===== src/rtl/core/vass_pkg.sv =====
// Shared types, register codes and constants of the vehicle-actuated signal sequencer.
package vass_pkg;

  localparam int unsigned ROADS   = 3;
  localparam int unsigned SENSORS = 2 * ROADS;

  localparam int unsigned RANGE_W = 16;
  localparam int unsigned MS_W    = 32;
  localparam int unsigned CNT_W   = 8;
  localparam int unsigned ROAD_W  = 2;
  localparam int unsigned PCAR_W  = 16;
  localparam int unsigned CFG_IDX_W  = 8;
  localparam int unsigned CFG_DATA_W = 32;

  // configuration register indexes
  localparam logic [CFG_IDX_W-1:0] REG_PRESENCE_THRESHOLD = 8'd0;
  localparam logic [CFG_IDX_W-1:0] REG_GREEN_BASE_MS      = 8'd1;
  localparam logic [CFG_IDX_W-1:0] REG_GREEN_PER_CAR_MS   = 8'd2;
  localparam logic [CFG_IDX_W-1:0] REG_GREEN_MAX_MS       = 8'd3;

  // register reset values
  localparam logic [RANGE_W-1:0] RST_PRESENCE_THRESHOLD = 16'd100;
  localparam logic [MS_W-1:0]    RST_GREEN_BASE_MS      = 32'd6666;
  localparam logic [PCAR_W-1:0]  RST_GREEN_PER_CAR_MS   = 16'd1333;
  localparam logic [MS_W-1:0]    RST_GREEN_MAX_MS       = 32'd33333;

  localparam logic [CNT_W-1:0]  CNT_FULL  = 8'd255;
  localparam logic [CNT_W-1:0]  CNT_EMPTY = 8'd0;

  // road codes
  localparam logic [ROAD_W-1:0] ROAD_0 = 2'd0;
  localparam logic [ROAD_W-1:0] ROAD_1 = 2'd1;
  localparam logic [ROAD_W-1:0] ROAD_2 = 2'd2;

  typedef struct packed {
    logic [RANGE_W-1:0] presence_threshold;
    logic [MS_W-1:0]    green_base_ms;
    logic [PCAR_W-1:0]  green_per_car_ms;
    logic [MS_W-1:0]    green_max_ms;
  } cfg_t;

  // captured sweep: presence per sensor (entry at even, exit at odd) and timestamp
  typedef struct packed {
    logic [SENSORS-1:0] present;
    logic [MS_W-1:0]    now_ms;
  } sweep_t;

  // handshake between the input register and the result stage
  typedef struct packed {
    logic valid;
  } stage_ctl_t;

endpackage


===== src/rtl/core/vass_if.sv =====
// Channel interfaces: sweep input, result output and configuration writes.
interface vass_in_if;
  logic                               valid;
  logic                               ready;
  logic [vass_pkg::RANGE_W-1:0]       range_road0_entry;
  logic [vass_pkg::RANGE_W-1:0]       range_road0_exit;
  logic [vass_pkg::RANGE_W-1:0]       range_road1_entry;
  logic [vass_pkg::RANGE_W-1:0]       range_road1_exit;
  logic [vass_pkg::RANGE_W-1:0]       range_road2_entry;
  logic [vass_pkg::RANGE_W-1:0]       range_road2_exit;
  logic [vass_pkg::MS_W-1:0]          now_ms;

  modport source (
    output valid, range_road0_entry, range_road0_exit, range_road1_entry,
           range_road1_exit, range_road2_entry, range_road2_exit, now_ms,
    input  ready
  );
  modport sink (
    input  valid, range_road0_entry, range_road0_exit, range_road1_entry,
           range_road1_exit, range_road2_entry, range_road2_exit, now_ms,
    output ready
  );
endinterface

interface vass_out_if;
  logic                               valid;
  logic                               ready;
  logic [vass_pkg::CNT_W-1:0]         cars_road0;
  logic [vass_pkg::CNT_W-1:0]         cars_road1;
  logic [vass_pkg::CNT_W-1:0]         cars_road2;
  logic [vass_pkg::ROAD_W-1:0]        green_road;
  logic                               switch_pulse;

  modport source (
    output valid, cars_road0, cars_road1, cars_road2, green_road, switch_pulse,
    input  ready
  );
  modport sink (
    input  valid, cars_road0, cars_road1, cars_road2, green_road, switch_pulse,
    output ready
  );
endinterface

interface vass_cfg_if;
  logic                               valid;
  logic                               ready;
  logic [vass_pkg::CFG_IDX_W-1:0]     index;
  logic [vass_pkg::CFG_DATA_W-1:0]    data;

  modport source (output valid, index, data, input ready);
  modport sink   (input valid, index, data, output ready);
endinterface


===== src/rtl/core/vehicle_actuated_signal_sequencer.sv =====
// Top level of the vehicle-actuated signal sequencer for three roads.
//
//   channel   dir   modport  payload
//   in_ch     in    sink     six 16-bit ranges, now_ms
//   out_ch    out   source   cars_road0..2, green_road, switch_pulse
//   cfg_ch    in    sink     index, data (always ready)
//
// One sweep is accepted per clock while out_ch is not stalled; its result passes
// through the input register, then counting/timing logic into the result register.
// The green-time path (count times per-car ms, add, limit, compare) sets the cycle.
// Reset clears counts, presence history, green road and phase start to zero.
// A stalled result holds in its register; the input register still fills
// behind it, after which in_ch.ready drops until out_ch.ready returns.
module vehicle_actuated_signal_sequencer (
  input  logic       clk,
  input  logic       rst_n,
  vass_in_if.sink    in_ch,
  vass_out_if.source out_ch,
  vass_cfg_if.sink   cfg_ch
);

  vass_pkg::cfg_t       cfg;
  vass_pkg::stage_ctl_t ctl;
  vass_pkg::sweep_t     sweep;
  logic                 take;

  vass_cfg_regs u_cfg (
    .clk    (clk),
    .rst_n  (rst_n),
    .cfg_ch (cfg_ch),
    .cfg    (cfg)
  );

  vass_sense u_sense (
    .clk                (clk),
    .rst_n              (rst_n),
    .in_ch              (in_ch),
    .presence_threshold (cfg.presence_threshold),
    .take               (take),
    .ctl                (ctl),
    .sweep              (sweep)
  );

  vass_core u_core (
    .clk    (clk),
    .rst_n  (rst_n),
    .cfg    (cfg),
    .ctl    (ctl),
    .sweep  (sweep),
    .take   (take),
    .out_ch (out_ch)
  );

endmodule


===== src/rtl/core/vass_cfg_regs.sv =====
// Configuration register file: threshold and green timing registers.
module vass_cfg_regs (
  input  logic              clk,
  input  logic              rst_n,
  vass_cfg_if.sink          cfg_ch,
  output vass_pkg::cfg_t    cfg
);

  vass_pkg::cfg_t cfg_r;
  vass_pkg::cfg_t cfg_nxt;

  assign cfg_ch.ready = 1'b1;
  assign cfg          = cfg_r;

  always_comb begin
    cfg_nxt = cfg_r;
    if (cfg_ch.valid) begin
      unique case (cfg_ch.index)
        vass_pkg::REG_PRESENCE_THRESHOLD:
          cfg_nxt.presence_threshold = cfg_ch.data[vass_pkg::RANGE_W-1:0];
        vass_pkg::REG_GREEN_BASE_MS:
          cfg_nxt.green_base_ms = cfg_ch.data[vass_pkg::MS_W-1:0];
        vass_pkg::REG_GREEN_PER_CAR_MS:
          cfg_nxt.green_per_car_ms = cfg_ch.data[vass_pkg::PCAR_W-1:0];
        vass_pkg::REG_GREEN_MAX_MS:
          cfg_nxt.green_max_ms = cfg_ch.data[vass_pkg::MS_W-1:0];
        default: ; // drop writes beyond the register list
      endcase
    end
  end

  always_ff @(posedge clk) begin
    if (!rst_n) begin
      cfg_r.presence_threshold <= vass_pkg::RST_PRESENCE_THRESHOLD;
      cfg_r.green_base_ms      <= vass_pkg::RST_GREEN_BASE_MS;
      cfg_r.green_per_car_ms   <= vass_pkg::RST_GREEN_PER_CAR_MS;
      cfg_r.green_max_ms       <= vass_pkg::RST_GREEN_MAX_MS;
    end else begin
      cfg_r <= cfg_nxt;
    end
  end

endmodule


===== src/rtl/core/vass_sense.sv =====
// Input register: captures one sweep and turns the six ranges into presence bits.
module vass_sense (
  input  logic                  clk,
  input  logic                  rst_n,
  vass_in_if.sink               in_ch,
  input  logic [vass_pkg::RANGE_W-1:0] presence_threshold,
  input  logic                  take,
  output vass_pkg::stage_ctl_t  ctl,
  output vass_pkg::sweep_t      sweep
);

  logic             s1_v_r;
  logic             s1_v_nxt;
  vass_pkg::sweep_t sweep_r;
  vass_pkg::sweep_t sweep_nxt;
  logic             accept;

  // the register frees up in the same cycle the result stage takes its item
  assign in_ch.ready = !s1_v_r || take;
  assign accept      = in_ch.valid && in_ch.ready;

  always_comb begin
    sweep_nxt.present[0] = in_ch.range_road0_entry < presence_threshold;
    sweep_nxt.present[1] = in_ch.range_road0_exit  < presence_threshold;
    sweep_nxt.present[2] = in_ch.range_road1_entry < presence_threshold;
    sweep_nxt.present[3] = in_ch.range_road1_exit  < presence_threshold;
    sweep_nxt.present[4] = in_ch.range_road2_entry < presence_threshold;
    sweep_nxt.present[5] = in_ch.range_road2_exit  < presence_threshold;
    sweep_nxt.now_ms     = in_ch.now_ms;
    s1_v_nxt             = accept || (s1_v_r && !take);
  end

  always_ff @(posedge clk) begin
    if (!rst_n) begin
      s1_v_r <= 1'b0;
    end else begin
      s1_v_r <= s1_v_nxt;
    end
  end

  always_ff @(posedge clk) begin
    if (accept) begin
      sweep_r <= sweep_nxt;
    end
  end

  assign ctl.valid = s1_v_r;
  assign sweep     = sweep_r;

endmodule


===== src/rtl/core/vass_core.sv =====
// Result stage: car counting, green time check, road advance and result register.
module vass_core (
  input  logic                  clk,
  input  logic                  rst_n,
  input  vass_pkg::cfg_t        cfg,
  input  vass_pkg::stage_ctl_t  ctl,
  input  vass_pkg::sweep_t      sweep,
  output logic                  take,
  vass_out_if.source            out_ch
);

  localparam int unsigned PROD_W = vass_pkg::CNT_W + vass_pkg::PCAR_W;
  localparam int unsigned SUM_W  = vass_pkg::MS_W + 1;

  // sequencer state
  logic [vass_pkg::SENSORS-1:0] was_r;
  logic [vass_pkg::CNT_W-1:0]   cnt_r   [vass_pkg::ROADS];
  logic [vass_pkg::CNT_W-1:0]   cnt_nxt [vass_pkg::ROADS];
  logic [vass_pkg::ROAD_W-1:0]  road_r;
  logic [vass_pkg::ROAD_W-1:0]  road_nxt;
  logic [vass_pkg::MS_W-1:0]    start_r;

  // result register
  logic                         out_v_r;
  logic [vass_pkg::CNT_W-1:0]   res_cnt_r [vass_pkg::ROADS];
  logic [vass_pkg::ROAD_W-1:0]  res_road_r;
  logic                         res_sw_r;

  logic [vass_pkg::CNT_W-1:0]   cars;
  logic [PROD_W-1:0]            prod;
  logic [SUM_W-1:0]             sum;
  logic [vass_pkg::MS_W-1:0]    limit;
  logic [vass_pkg::MS_W-1:0]    elapsed;
  logic                         sw;
  logic [vass_pkg::ROAD_W-1:0]  road_adv;

  assign take = ctl.valid && (!out_v_r || out_ch.ready);

  // per road: entry edge first, then exit edge, each clamped
  always_comb begin
    logic [vass_pkg::CNT_W-1:0] c1;
    logic                       ent;
    logic                       ext;
    for (int r = 0; r < vass_pkg::ROADS; r++) begin
      ent = sweep.present[2*r]   && !was_r[2*r];
      ext = sweep.present[2*r+1] && !was_r[2*r+1];
      c1  = (ent && cnt_r[r] != vass_pkg::CNT_FULL) ?
            cnt_r[r] + 8'd1 : cnt_r[r];
      cnt_nxt[r] = (ext && c1 != vass_pkg::CNT_EMPTY) ? c1 - 8'd1 : c1;
    end
  end

  always_comb begin
    unique case (road_r)
      vass_pkg::ROAD_0: begin
        cars     = cnt_nxt[0];
        road_adv = vass_pkg::ROAD_1;
      end
      vass_pkg::ROAD_1: begin
        cars     = cnt_nxt[1];
        road_adv = vass_pkg::ROAD_2;
      end
      vass_pkg::ROAD_2: begin
        cars     = cnt_nxt[2];
        road_adv = vass_pkg::ROAD_0;
      end
      default: begin
        cars     = vass_pkg::CNT_EMPTY;
        road_adv = vass_pkg::ROAD_0;
      end
    endcase
  end

  always_comb begin
    prod    = {{vass_pkg::PCAR_W{1'b0}}, cars} *
              {{vass_pkg::CNT_W{1'b0}}, cfg.green_per_car_ms};
    sum     = {1'b0, cfg.green_base_ms} + {{(SUM_W - PROD_W){1'b0}}, prod};
    limit   = (sum > {1'b0, cfg.green_max_ms}) ? cfg.green_max_ms :
              sum[vass_pkg::MS_W-1:0];
    elapsed = sweep.now_ms - start_r;
    sw      = elapsed > limit;
    road_nxt = sw ? road_adv : road_r;
  end

  always_ff @(posedge clk) begin
    if (!rst_n) begin
      was_r   <= '0;
      road_r  <= vass_pkg::ROAD_0;
      start_r <= '0;
      out_v_r <= 1'b0;
      for (int r = 0; r < vass_pkg::ROADS; r++) begin
        cnt_r[r] <= vass_pkg::CNT_EMPTY;
      end
    end else begin
      if (take) begin
        was_r  <= sweep.present;
        road_r <= road_nxt;
        if (sw) begin
          start_r <= sweep.now_ms;
        end
        for (int r = 0; r < vass_pkg::ROADS; r++) begin
          cnt_r[r] <= cnt_nxt[r];
        end
      end
      if (take) begin
        out_v_r <= 1'b1;
      end else if (out_ch.ready) begin
        out_v_r <= 1'b0;
      end
    end
  end

  always_ff @(posedge clk) begin
    if (take) begin
      res_road_r <= road_nxt;
      res_sw_r   <= sw;
      for (int r = 0; r < vass_pkg::ROADS; r++) begin
        res_cnt_r[r] <= cnt_nxt[r];
      end
    end
  end

  assign out_ch.valid        = out_v_r;
  assign out_ch.cars_road0   = res_cnt_r[0];
  assign out_ch.cars_road1   = res_cnt_r[1];
  assign out_ch.cars_road2   = res_cnt_r[2];
  assign out_ch.green_road   = res_road_r;
  assign out_ch.switch_pulse = res_sw_r;

endmodule


===== src/flat_wrapper.sv =====
// flat-port wrapper written by rule: the top's interface ports become plain ports
module vehicle_actuated_signal_sequencer_flat 
  (clk, rst_n, in_ch_valid, in_ch_range_road0_entry, in_ch_range_road0_exit, in_ch_range_road1_entry, in_ch_range_road1_exit, in_ch_range_road2_entry, in_ch_range_road2_exit, in_ch_now_ms, in_ch_ready, out_ch_valid, out_ch_cars_road0, out_ch_cars_road1, out_ch_cars_road2, out_ch_green_road, out_ch_switch_pulse, out_ch_ready, cfg_ch_valid, cfg_ch_index, cfg_ch_data, cfg_ch_ready);
  vass_in_if in_ch_i ();
  vass_out_if out_ch_i ();
  vass_cfg_if cfg_ch_i ();
  input  logic clk;
  input  logic rst_n;
  input wire logic [$bits(in_ch_i.valid)-1:0] in_ch_valid;
  input wire logic [$bits(in_ch_i.range_road0_entry)-1:0] in_ch_range_road0_entry;
  input wire logic [$bits(in_ch_i.range_road0_exit)-1:0] in_ch_range_road0_exit;
  input wire logic [$bits(in_ch_i.range_road1_entry)-1:0] in_ch_range_road1_entry;
  input wire logic [$bits(in_ch_i.range_road1_exit)-1:0] in_ch_range_road1_exit;
  input wire logic [$bits(in_ch_i.range_road2_entry)-1:0] in_ch_range_road2_entry;
  input wire logic [$bits(in_ch_i.range_road2_exit)-1:0] in_ch_range_road2_exit;
  input wire logic [$bits(in_ch_i.now_ms)-1:0] in_ch_now_ms;
  output wire logic [$bits(in_ch_i.ready)-1:0] in_ch_ready;
  output wire logic [$bits(out_ch_i.valid)-1:0] out_ch_valid;
  output wire logic [$bits(out_ch_i.cars_road0)-1:0] out_ch_cars_road0;
  output wire logic [$bits(out_ch_i.cars_road1)-1:0] out_ch_cars_road1;
  output wire logic [$bits(out_ch_i.cars_road2)-1:0] out_ch_cars_road2;
  output wire logic [$bits(out_ch_i.green_road)-1:0] out_ch_green_road;
  output wire logic [$bits(out_ch_i.switch_pulse)-1:0] out_ch_switch_pulse;
  input wire logic [$bits(out_ch_i.ready)-1:0] out_ch_ready;
  input wire logic [$bits(cfg_ch_i.valid)-1:0] cfg_ch_valid;
  input wire logic [$bits(cfg_ch_i.index)-1:0] cfg_ch_index;
  input wire logic [$bits(cfg_ch_i.data)-1:0] cfg_ch_data;
  output wire logic [$bits(cfg_ch_i.ready)-1:0] cfg_ch_ready;
  assign in_ch_i.valid = in_ch_valid;
  assign in_ch_i.range_road0_entry = in_ch_range_road0_entry;
  assign in_ch_i.range_road0_exit = in_ch_range_road0_exit;
  assign in_ch_i.range_road1_entry = in_ch_range_road1_entry;
  assign in_ch_i.range_road1_exit = in_ch_range_road1_exit;
  assign in_ch_i.range_road2_entry = in_ch_range_road2_entry;
  assign in_ch_i.range_road2_exit = in_ch_range_road2_exit;
  assign in_ch_i.now_ms = in_ch_now_ms;
  assign in_ch_ready = in_ch_i.ready;
  assign out_ch_valid = out_ch_i.valid;
  assign out_ch_cars_road0 = out_ch_i.cars_road0;
  assign out_ch_cars_road1 = out_ch_i.cars_road1;
  assign out_ch_cars_road2 = out_ch_i.cars_road2;
  assign out_ch_green_road = out_ch_i.green_road;
  assign out_ch_switch_pulse = out_ch_i.switch_pulse;
  assign out_ch_i.ready = out_ch_ready;
  assign cfg_ch_i.valid = cfg_ch_valid;
  assign cfg_ch_i.index = cfg_ch_index;
  assign cfg_ch_i.data = cfg_ch_data;
  assign cfg_ch_ready = cfg_ch_i.ready;
  vehicle_actuated_signal_sequencer u_core (.clk(clk), .rst_n(rst_n), .in_ch(in_ch_i), .out_ch(out_ch_i), .cfg_ch(cfg_ch_i));
endmodule

===== config.mk =====
export PLATFORM = sky130hd
export DESIGN_NAME = vehicle_actuated_signal_sequencer_flat
export DESIGN_NICKNAME = d
export VERILOG_FILES = /design/src/rtl/core/vass_pkg.sv /design/src/rtl/core/vass_if.sv /design/src/rtl/core/vehicle_actuated_signal_sequencer.sv /design/src/rtl/core/vass_cfg_regs.sv /design/src/rtl/core/vass_sense.sv /design/src/rtl/core/vass_core.sv /design/src/flat_wrapper.sv
export SDC_FILE = /design/constraint.sdc
export NUM_CORES = 1
export LEC_CHECK = 0
export ABC_CLOCK_PERIOD_IN_PS = 12770
export BUFFER_PORTS_ARGS = -buffer_cell sky130_fd_sc_hd__buf_2
export CORE_MARGIN = 2
export CORE_UTILIZATION = 30
export DETAILED_ROUTE_END_ITERATION = 6
export MAX_ROUTING_LAYER = met4
export PLACE_DENSITY = 0.52
export SLEW_MARGIN = 10
export SYNTH_ARGS = -nofsm -noshare
export SYNTH_HDL_FRONTEND = slang
export SYNTH_SLANG_ARGS = --single-unit
export TNS_END_PERCENT = 100

===== constraint.sdc =====
create_clock -name clk -period 12.77 [get_ports clk]
set_input_delay 2.554 -clock clk [delete_from_list [all_inputs] [get_ports clk]]
set_output_delay 2.554 -clock clk [all_outputs]
set_load 0.02 [all_outputs]

* Word level (Yosys, flattened, before mapping)
Memory sizes are Yosys's and may differ from the RTL's. Index checks and enable logic that the tools add are counted.
Word-level totals: bits in registers 179, latch bits 0, memory bits (writable) 48, ROM bits 0, bits of input ports 173, output and inout bits 30, memories kept 2
Cells by class: add/sub/neg operators 8, multiply operators 1, div/mod/pow operators 0, order comparisons 8, equality and inequality tests 8, shift operators 0, mux-type cells 20, bitwise gates (word level) 3, reduce and logical (&&, ||, !) cells 38
Memory list:
- u_core.u_core.cnt_r | depth 3, bits a word 8, read ports 3, clocked after memory_dff 0, write ports 3, line vass_core.sv:17 | logic [vass_pkg::CNT_W-1:0] cnt_r [vass_pkg::ROADS];
- u_core.u_core.res_cnt_r | depth 3, bits a word 8, read ports 3, clocked after memory_dff 0, write ports 3, line vass_core.sv:25 | logic [vass_pkg::CNT_W-1:0] res_cnt_r [vass_pkg::ROADS];
Operator list (number):
- $lt A16 B16 Y1 | 6
- $mux W8 | 9
- $add A32 B24 Y33 | 1
- $gt A33 B32 Y1 | 1
- $gt A32 B32 Y1 | 1
- $mux W32 | 1
- $sub A32 B32 Y32 | 1
- $add A8 B1 Y8 const B | 3
- $mul A8 B16 Y24 | 1
- $ne A8 B8 Y1 const B | 3
- $pmux W8 S3 | 1
- $reduce_bool A8 Y1 | 3
- $sub A8 B1 Y8 const B | 3
- $eq A8 B2 Y1 const B | 2
- $logic_and A1 B1 Y1 | 15
- $reduce_and A2 Y1 | 5
- $logic_not A1 Y1 | 9
- $eq A8 B1 Y1 const B | 1
- $logic_not A8 Y1 | 1
- $mux W1 | 7
- $pmux W2 S2 | 1
- $logic_or A1 B1 Y1 | 3
- $or A1 B1 Y1 | 3
- $eq A2 B1 Y1 const B | 1
- 4 further kinds | 4

* Depth between registers and ports, before layout
Gate-level depths: netlist of run 1.
word-level depth 14, mapped depth 56, mapped depth without buffers 52

* By module
A second synthesis of run 1 with hierarchy kept.
Second synthesis, totals: cells, all modules 2400, area, all modules 21618.2 µm²
By module, submodules not included:
- vass_core | instances 1, cells each 1750, area an instance 14687.8 µm²
- vass_cfg_regs | instances 1, cells each 368, area an instance 3803.6 µm²
- vass_sense | instances 1, cells each 282, area an instance 3126.7 µm²

* Worst setup path before layout of run 1
No wires, ideal clock.
kind register to register, start point mem u_core.u_core.cnt_r[0][8] (netlist bit), end point reg u_core.u_core.road_r[0] (netlist bit), arrival time 10965 ps, data required time 12653 ps, setup slack 1688 ps, cell stages (with the launch flop) 57, period minus slack after synthesis 11082 ps, cells stage by stage edfxtp_1 ha_1 nand3_1 nor2_1 a21o_1 mux2i_1 ha_1 o21ai_0 or2_1 nand2b_1 and3b_1 mux2_2 o22ai_4 buf_6 nand2_1 fa_1 inv_1 fa_1 [21 not listed] nor2_1 o21ba_2 clkbuf_1 buf_2 mux2i_1 ha_1 nor2b_1 o21a_1 o21a_1 o21ai_0 a21oi_1 o21ai_0 a21boi_0 o211ai_1 clkbuf_1 buf_2 mux2i_1 nor2b_1
RTL lines:
- start: declaration | line vass_core.sv:17
- end signal: assignment | line vass_core.sv:88 | road_r <= vass_pkg::ROAD_0;
- end signal: assignment | line vass_core.sv:97 | road_r <= road_nxt;
- end: declaration | line vass_core.sv:19 | logic [vass_pkg::ROAD_W-1:0] road_r;

==> flow_summary_export.csv, run 1 <==
group,metric,value,unit
global_routing,antenna_found_initial,10,
job,maxCapViolCount,0,
route,drtPass1Iterations,5,
synth,yosys-top-cells-area,"ha_1 (15%), dfxtp_1 (14%), edfxtp_1 (13%)",
die,start_util,30.4,%
route,avgRoutedWirePerCell,17.9,um
synth,synth_area,20100,um^2
synth,ys_ff_latch,227,
route,postRouteAntennaNets,0,
pwr,ir_worst_vdd,0.129,mV
route,routed_wirelength,58900,um
route,drc,0,
synth,yosys.area.top_type,"ha_1",
synth,synth_most_common_cell,"inv_1",
sta,finalHoldViolCount,0,
place,io_buffers,201,
synth,synth.avg_cell_area,9.13,um^2
critical_path,rrSetupSlack,0.69,ns
synth,synth-edff-count,89,
place,globalplace.congestion,0.909,
global_routing,grt_max_degree,89,
final_layout,area_growth,16.4,%
pwr,combPwrFrac,60.8,%
synth,synth_top_area_share,15.1,%
critical_path,critPathMaxFanout,28,
clock_tree,cts_sinks,227,
synth,syn-num-nets,2722,
worst_hold_path,whs_path_depth,2,
global_routing,grt_pass1_vias,16600,
clock_tree,cts.reportedPaths.clkPinSlew,0.06,ns
synth,yosysWarnings,0,
critical_path,criticalPathCategory,"reg2reg",
sta,finalCritPeriodShare,94.6,%
sta,fin_tns_setup,0,ns
critical_path,reg2reg_depth,54,
worst_hold_path,hold-path-endpoint,"u_core.u_cfg.cfg[62]$_SDFFE_PN0P_",
die,io_pins,203,
place,post-dp-hpwl,46700,um
route,drt-initial-drc-count,701,
pwr,p_leak,10.4,nW
sta,min_period,12.08,ns
critical_path,r2r-start,"u_core.u_core.cnt_r[0][16]$_SDFFCE_PN0P_",
synth,synth-main-ff-cell,"dfxtp_1",
critical_path,crit_arrival,12.53,ns
clock_tree,cts_tree,"done",
clock_tree,numCtsBuffers,30,
die,die_h,263,um
global_routing,gr-usage-all-layers,17.5,%
pwr,clkPwrFrac,20.0,%
synth,seq_area_frac_synth,27.1,%
die,fp.dieArea,69000,um^2
final_layout,post-route-util,35.4,%
final_layout,stdcell_area,23400,um^2
worst_hold_path,worstHoldStart,"u_core.u_cfg.cfg[62]$_SDFFE_PN0P_",
sta,fmax,82.8,MHz
sta,slew_viol_final,0,
worst_hold_path,hp-class,"reg2reg",
synth,synth_common_cells,"inv_1 (282), nand2_1 (256), ha_1 (243)",
global_routing,grt_overflow,0,
route,route.vias.total,16000,
status,status,"completed",
critical_path,r2r_end,"u_core.u_core.start_r[5]$_SDFFE_PN0P_",
die,num_rows,94,
sta,relSlewSlack,21.4,%
place,dpl_cell_area,22100,um^2
place,dpl.cell_count,3217,
final_layout,drive_gt1_share,14.3,%
synth,synth_cell_type_count,77,
final_layout,nets,2926,
synth,async_flop_share,0,%
sta,tightestPinTransition,1.17,ns
critical_path,worst_ep_required_time,13.23,ns
pwr,p_seq_share,19.1,%
critical_path,cp-end-kind,"register",
synth,synthCells,2199,
pwr,p_sw,0.00181,W
pwr,p_per_area,183,nW/um^2
pwr,p_sw_share,42.5,%
sta,finalSetupViolCount,0,
critical_path,crit_slowest_cell,"edfxtp_1",
global_routing,grt_pass1_wl,92900,um
clock_tree,root_buffer,"clkbuf_16",
final_layout,fin_cells,3299,
route,viasPerCell,4.86,
sta,finClkSkew,0.0317,ns
critical_path,slowest_delay,0.55,ns
die,die_w,263,um
clock_tree,insertion_delay,0.59,ns
die,core,66000,um^2
pwr,p_int,0.00246,W
pwr,total_power,0.00427,W
clock_tree,cts_max_level,1,
critical_path,cp-start-kind,"register",
clock_tree,clock_path_buffers,3,
-- worst max-delay path: cells and delay by family, from the launching register on --
family	cells	cell delay [ns]
simple gates	11	1.99
fa+ha+maj	9	3.44
xor+xnor	2	0.38
flops	1	0.55
mux	4	1.09
buf+inv	8	0.92
compound gates	20	3.56
-- worst max path at each step --
stage                     slack, ns  cells after the start                                     start                                      endpoint
final                          0.69                     54  u_core.u_core.cnt_r[0][16]$_SDFFCE_PN0P_         u_core.u_core.start_r[5]$_SDFFE_PN0P_
after global routing           -0.1                     53  u_core.u_core.cnt_r[0][16]$_SDFFCE_PN0P_         u_core.u_core.start_r[6]$_SDFFE_PN0P_
after CTS                      0.05                     51  u_core.u_core.cnt_r[0][16]$_SDFFCE_PN0P_  u_core.u_core.out_ch.green_road[0]$_DFFE_PP_
after detailed placement      -0.08                     50  u_core.u_core.cnt_r[0][16]$_SDFFCE_PN0P_  u_core.u_core.out_ch.green_road[0]$_DFFE_PP_
after global placement        -0.11                     50  u_core.u_core.cnt_r[0][16]$_SDFFCE_PN0P_  u_core.u_core.out_ch.green_road[0]$_DFFE_PP_
after floorplan                1.69                     56   u_core.u_core.cnt_r[0][8]$_SDFFCE_PN0P_          u_core.u_core.road_r[0]$_SDFFE_PN0P_
-- power groups by stage --
| stage | registers [W] | clock network [W] | logic (W) |
|---|---|---|---|
| floorplan | 0.000828 | 0 | 0.00181 |
| global placement | 0.000831 | 0 | 0.00242 |
| detailed placement | 0.000832 | 0 | 0.00248 |
| CTS | 0.000817 | 0.000882 | 0.00250 |
| global route | 0.000821 | 0.000916 | 0.00293 |
| finish | 0.000818 | 0.000855 | 0.00260 |
-- what timing repair did --
| item | CTS | global route |
|---|---|---|
| gates resized for setup | 2 | 33 |
| pin swaps | 0 | 4 |
| gates cloned | 0 | 1 |
| setup buffers | 0 | 17 |
| hold buffers | 0 | 0 |
| endpoints found under the setup margin | 1 | 37 |
-- routing by layer --
layer  wire length [um]  vias up  track usage, %
met4               1660        0            4.66
met1              26400     7679            21.8
li1                   -     7908               -
met3               2860       80            2.90
met5                  0        -               -
met2              28000      359            29.3
-- state kept, by name, indices dropped and copies added, names as in the netlist --
| name | cells |
|---|---|
| u_core.u_sense.sweep | 38 |
| u_core.u_cfg.cfg | 96 |
| u_core.u_core.was_r | 6 |
| u_core.u_sense.ctl | 1 |
| u_core.u_core.res_cnt_r | 24 |
| u_core.u_core.cnt_r | 24 |
| u_core.u_core.out_ch.valid | 1 |
| u_core.u_core.out_ch.switch_pulse | 1 |
| u_core.u_core.start_r | 32 |
| u_core.u_core.out_ch.green_road | 2 |
| u_core.u_core.road_r | 2 |
-- cells by family after synthesis --
logic type | after synthesis | synth area share [%]
simple gates | 664 | 16.8
compound gates | 420 | 14.6
fa+ha+maj | 350 | 25.8
buf+inv | 350 | 6.76
flops | 227 | 27.1
mux | 118 | 5.96
xor+xnor | 69 | 3.01
other cells | 1 | 0.0187
-- cells in the final DEF, fill, tap and decap left out, types with 39 or more instances in the layout --
cell        n
fa_1      107
edfxtp_1   89
o21ai_0    47
nor2b_1    96
a21o_1     99
nand2_1   256
a21boi_0   66
ha_1      241
and2_1     80
inv_1     282
nand3_1    39
mux2i_1   101
a21oi_1    86
xnor2_1    42
dfxtp_1   138
buf_2     200
nor2_1     65
-- cell type report --
class	instances	area (um^2)
antenna	8	20.0
multi-input combinational	1623	13500
timing repair buffer	239	1310
fill	6805	42600
clock inverter	13	143
tap	864	1080
inverter	282	1060
sequential	227	5440
clock buffer	43	851
-- per-stage QoR --
step	setup slack (ns)	hold slack (ns)
3_5_place_dp	-0.0837	0.461
3_3_place_gp	-0.111	0.455
2_1_floorplan	1.69	0.443
6_report	0.693	0.464
5_1_grt	-0.100	0.486
4_1_cts	0.0548	0.469
Note: power is estimated with default switching activity, not from simulation.
==> run 2, diff against run 1 <==
--- a/config.mk
+++ b/config.mk
@@ -6,12 +6,12 @@
 export NUM_CORES = 1
 export LEC_CHECK = 0
 export ABC_CLOCK_PERIOD_IN_PS = 12770
-export BUFFER_PORTS_ARGS = -buffer_cell sky130_fd_sc_hd__buf_2
+export BUFFER_PORTS_ARGS = -buffer_cell sky130_fd_sc_hd__buf_4
 export CORE_MARGIN = 2
-export CORE_UTILIZATION = 30
+export CORE_UTILIZATION = 61
 export DETAILED_ROUTE_END_ITERATION = 6
 export MAX_ROUTING_LAYER = met4
-export PLACE_DENSITY = 0.52
+export PLACE_DENSITY = 0.88
 export SLEW_MARGIN = 10
 export SYNTH_ARGS = -nofsm -noshare
 export SYNTH_HDL_FRONTEND = slang
==> run 2 against run 1 <==
Against the previous run:
- global-route usage increased by 15 points
- critical path type unchanged
- first-iteration DRC count grew 76%
- sequential power barely moved
- final cell count shrank 13%
==> flow_summary_export.csv, run 2 (synthesis results as in run 1) <==
group,metric,value,unit
clock_tree,cts_sinks,227,
route,wl_met1,21800,um
clock_tree,cts.reportedPaths.clkPinSlew,0.06,ns
job,maxCapViolCount,0,
sta,finalSetupViolCount,0,
sta,relSlewSlack,20.3,%
route,avgRoutedWirePerCell,18.8,um
die,die_w,185,um
route,route.vias.total,16600,
clock_tree,root_buffer,"clkbuf_16",
clock_tree,insertion_delay,0.54,ns
final_layout,nets,2918,
die,start_util,61.9,%
critical_path,critPathMaxFanout,17,
sta,min_period,12.23,ns
critical_path,cp-start-kind,"register",
global_routing,grt_pass1_vias,16900,
route,viasPerCell,5.82,
route,drtPass1Iterations,6,
pwr,p_leak,10.5,nW
place,io_buffers,201,
final_layout,post-route-util,71.4,%
status,status,"completed",
route,route.top_layer_used,"met4",
sta,finClkSkew,0.00901,ns
die,io_pins,203,
global_routing,grt_max_degree,105,
critical_path,cpMostUsedCell,"a21o_1",
worst_hold_path,hp-class,"reg2reg",
route,postRouteAntennaNets,0,
route,drt-initial-drc-count,1231,
worst_hold_path,worstHoldStart,"u_core.u_cfg.cfg[58]$_SDFFE_PN0P_",
route,drc,0,
die,die_h,185,um
critical_path,cp-end-kind,"register",
critical_path,crit_slowest_cell,"fa_1",
final_layout,area_growth,15.4,%
pwr,p_per_area,180,nW/um^2
place,dpl_worst_slack,-0.0465,ns
critical_path,crit_arrival,12.66,ns
die,core,32500,um^2
sta,finalHoldViolCount,0,
sta,slew_viol_final,0,
clock_tree,cts_tree,"done",
clock_tree,cts_max_level,1,
critical_path,slowest_delay,0.55,ns
global_routing,grt_overflow,0,
critical_path,startpoint,"u_core.u_core.cnt_r[0][8]$_SDFFCE_PN0P_",
route,dr_wl_met2,25800,um
sta,tightestPinTransition,1.19,ns
sta,finalCritPeriodShare,95.8,%
clock_tree,hold_buffers,0,
pwr,ir_worst_vdd,0.216,mV
critical_path,r2r-start,"u_core.u_core.cnt_r[0][8]$_SDFFCE_PN0P_",
route,routed_wirelength,53800,um
final_layout,final_common_cell,"inv_1",
die,fp.dieArea,34400,um^2
final_layout,drive_gt1_share,13.6,%
clock_tree,clock_path_buffers,3,
sta,fmax,81.7,MHz
die,num_rows,66,
place,post-dp-hpwl,40300,um
place,globalplace.congestion,0.946,
global_routing,gr-usage-all-layers,32.1,%
route,dr_wl_met3,3740,um
final_layout,final_cell_mix,"inv_1 (282), nand2_1 (256), ha_1 (242)",
critical_path,criticalPathCategory,"reg2reg",
sta,fin_ws,0.537,ns
final_layout,largest_reg_flops,96,
global_routing,grt_pass1_wl,84600,um
global_routing,antenna_found_initial,1,
critical_path,worst_ep_required_time,13.20,ns
clock_tree,numCtsBuffers,27,
## run 2: changes by cell type in the layout (fill, tap and decap cells not counted), sizes merged
| cell | previous run | this run |
|---|---|---|
| diode | 8 | 1 |
| inv | 285 | 284 |
| bufinv | 2 | 3 |
| buf | 239 | 233 |
| clkbuf | 43 | 37 |
| clkinvlp | 4 | 1 |
| clkinv | 4 | 7 |
## run 2: through the flow
stage / cells / TNS (ns) / power, W / hold slack, ns / cell area [um^2]
final: 2858 / 0 / 0.00417 / 0.468 / 23200
after CTS: 2833 / 0 / 0.00399 / 0.468 / 22800
after floorplan: 2199 / 0 / 0.00264 / 0.443 / 20100
after detailed placement: 2784 / -0.0465 / 0.00319 / 0.461 / 21900
after global routing: 2858 / -2.77 / 0.00450 / 0.488 / 23200
after global placement: 2784 / 0 / 0.00310 / 0.453 / 21900
## run 2: final timing paths
kind	endpoint	slack (ns)	cells past startpoint
worst max-delay path	u_core.u_core.start_r[9]$_SDFFE_PN0P_	0.54	56
worst min-delay path	u_core.u_cfg.cfg[58]$_SDFFE_PN0P_	0.47	2
worst max register to register	u_core.u_core.start_r[9]$_SDFFE_PN0P_	0.54	56
worst min register to register	u_core.u_cfg.cfg[58]$_SDFFE_PN0P_	0.47	2
## run 2: what timing repair did
| item | 4_1_cts | 5_1_grt |
|---|---|---|
| pin swaps | 0 | 6 |
| gates resized for setup | 2 | 30 |
| endpoints found under the setup margin | 1 | 37 |
| buffers inserted | 0 | 21 |
| cloned | 0 | 3 |
## run 2: worst max-delay path, delay by kind of cell, from the launching register on
family / cells / cell delay, ns
compound gates: 21 / 4.11
xor+xnor: 2 / 0.45
fa+ha+maj: 9 / 3.50
buf+inv: 8 / 1.11
flops: 1 / 0.44
mux: 3 / 0.82
simple gates: 13 / 1.65
## run 2: power by group
group	switching, W	internal, W	leakage (nW)
Clock	0.000314	0.000464	0.433
Sequential	0.0000275	0.000790	2.00
Combinational	0.00140	0.00118	8.04
## run 2: layout make-up
type                       count  area [um^2]
tap                          442          553
timing repair buffer         234         1800
sequential                   227         5440
fill                        2358         9270
clock inverter                13          165
clock buffer                  36          729
multi-input combinational   1623        13400
antenna                        1         2.50
inverter                     282         1060
## run 2: per-layer routing
metal	global-route usage (%)	up-vias
met3	4.34	159
met2	54.1	669
met4	13.1	0
li1	-	7868
met1	38.9	7951
met5	-	-
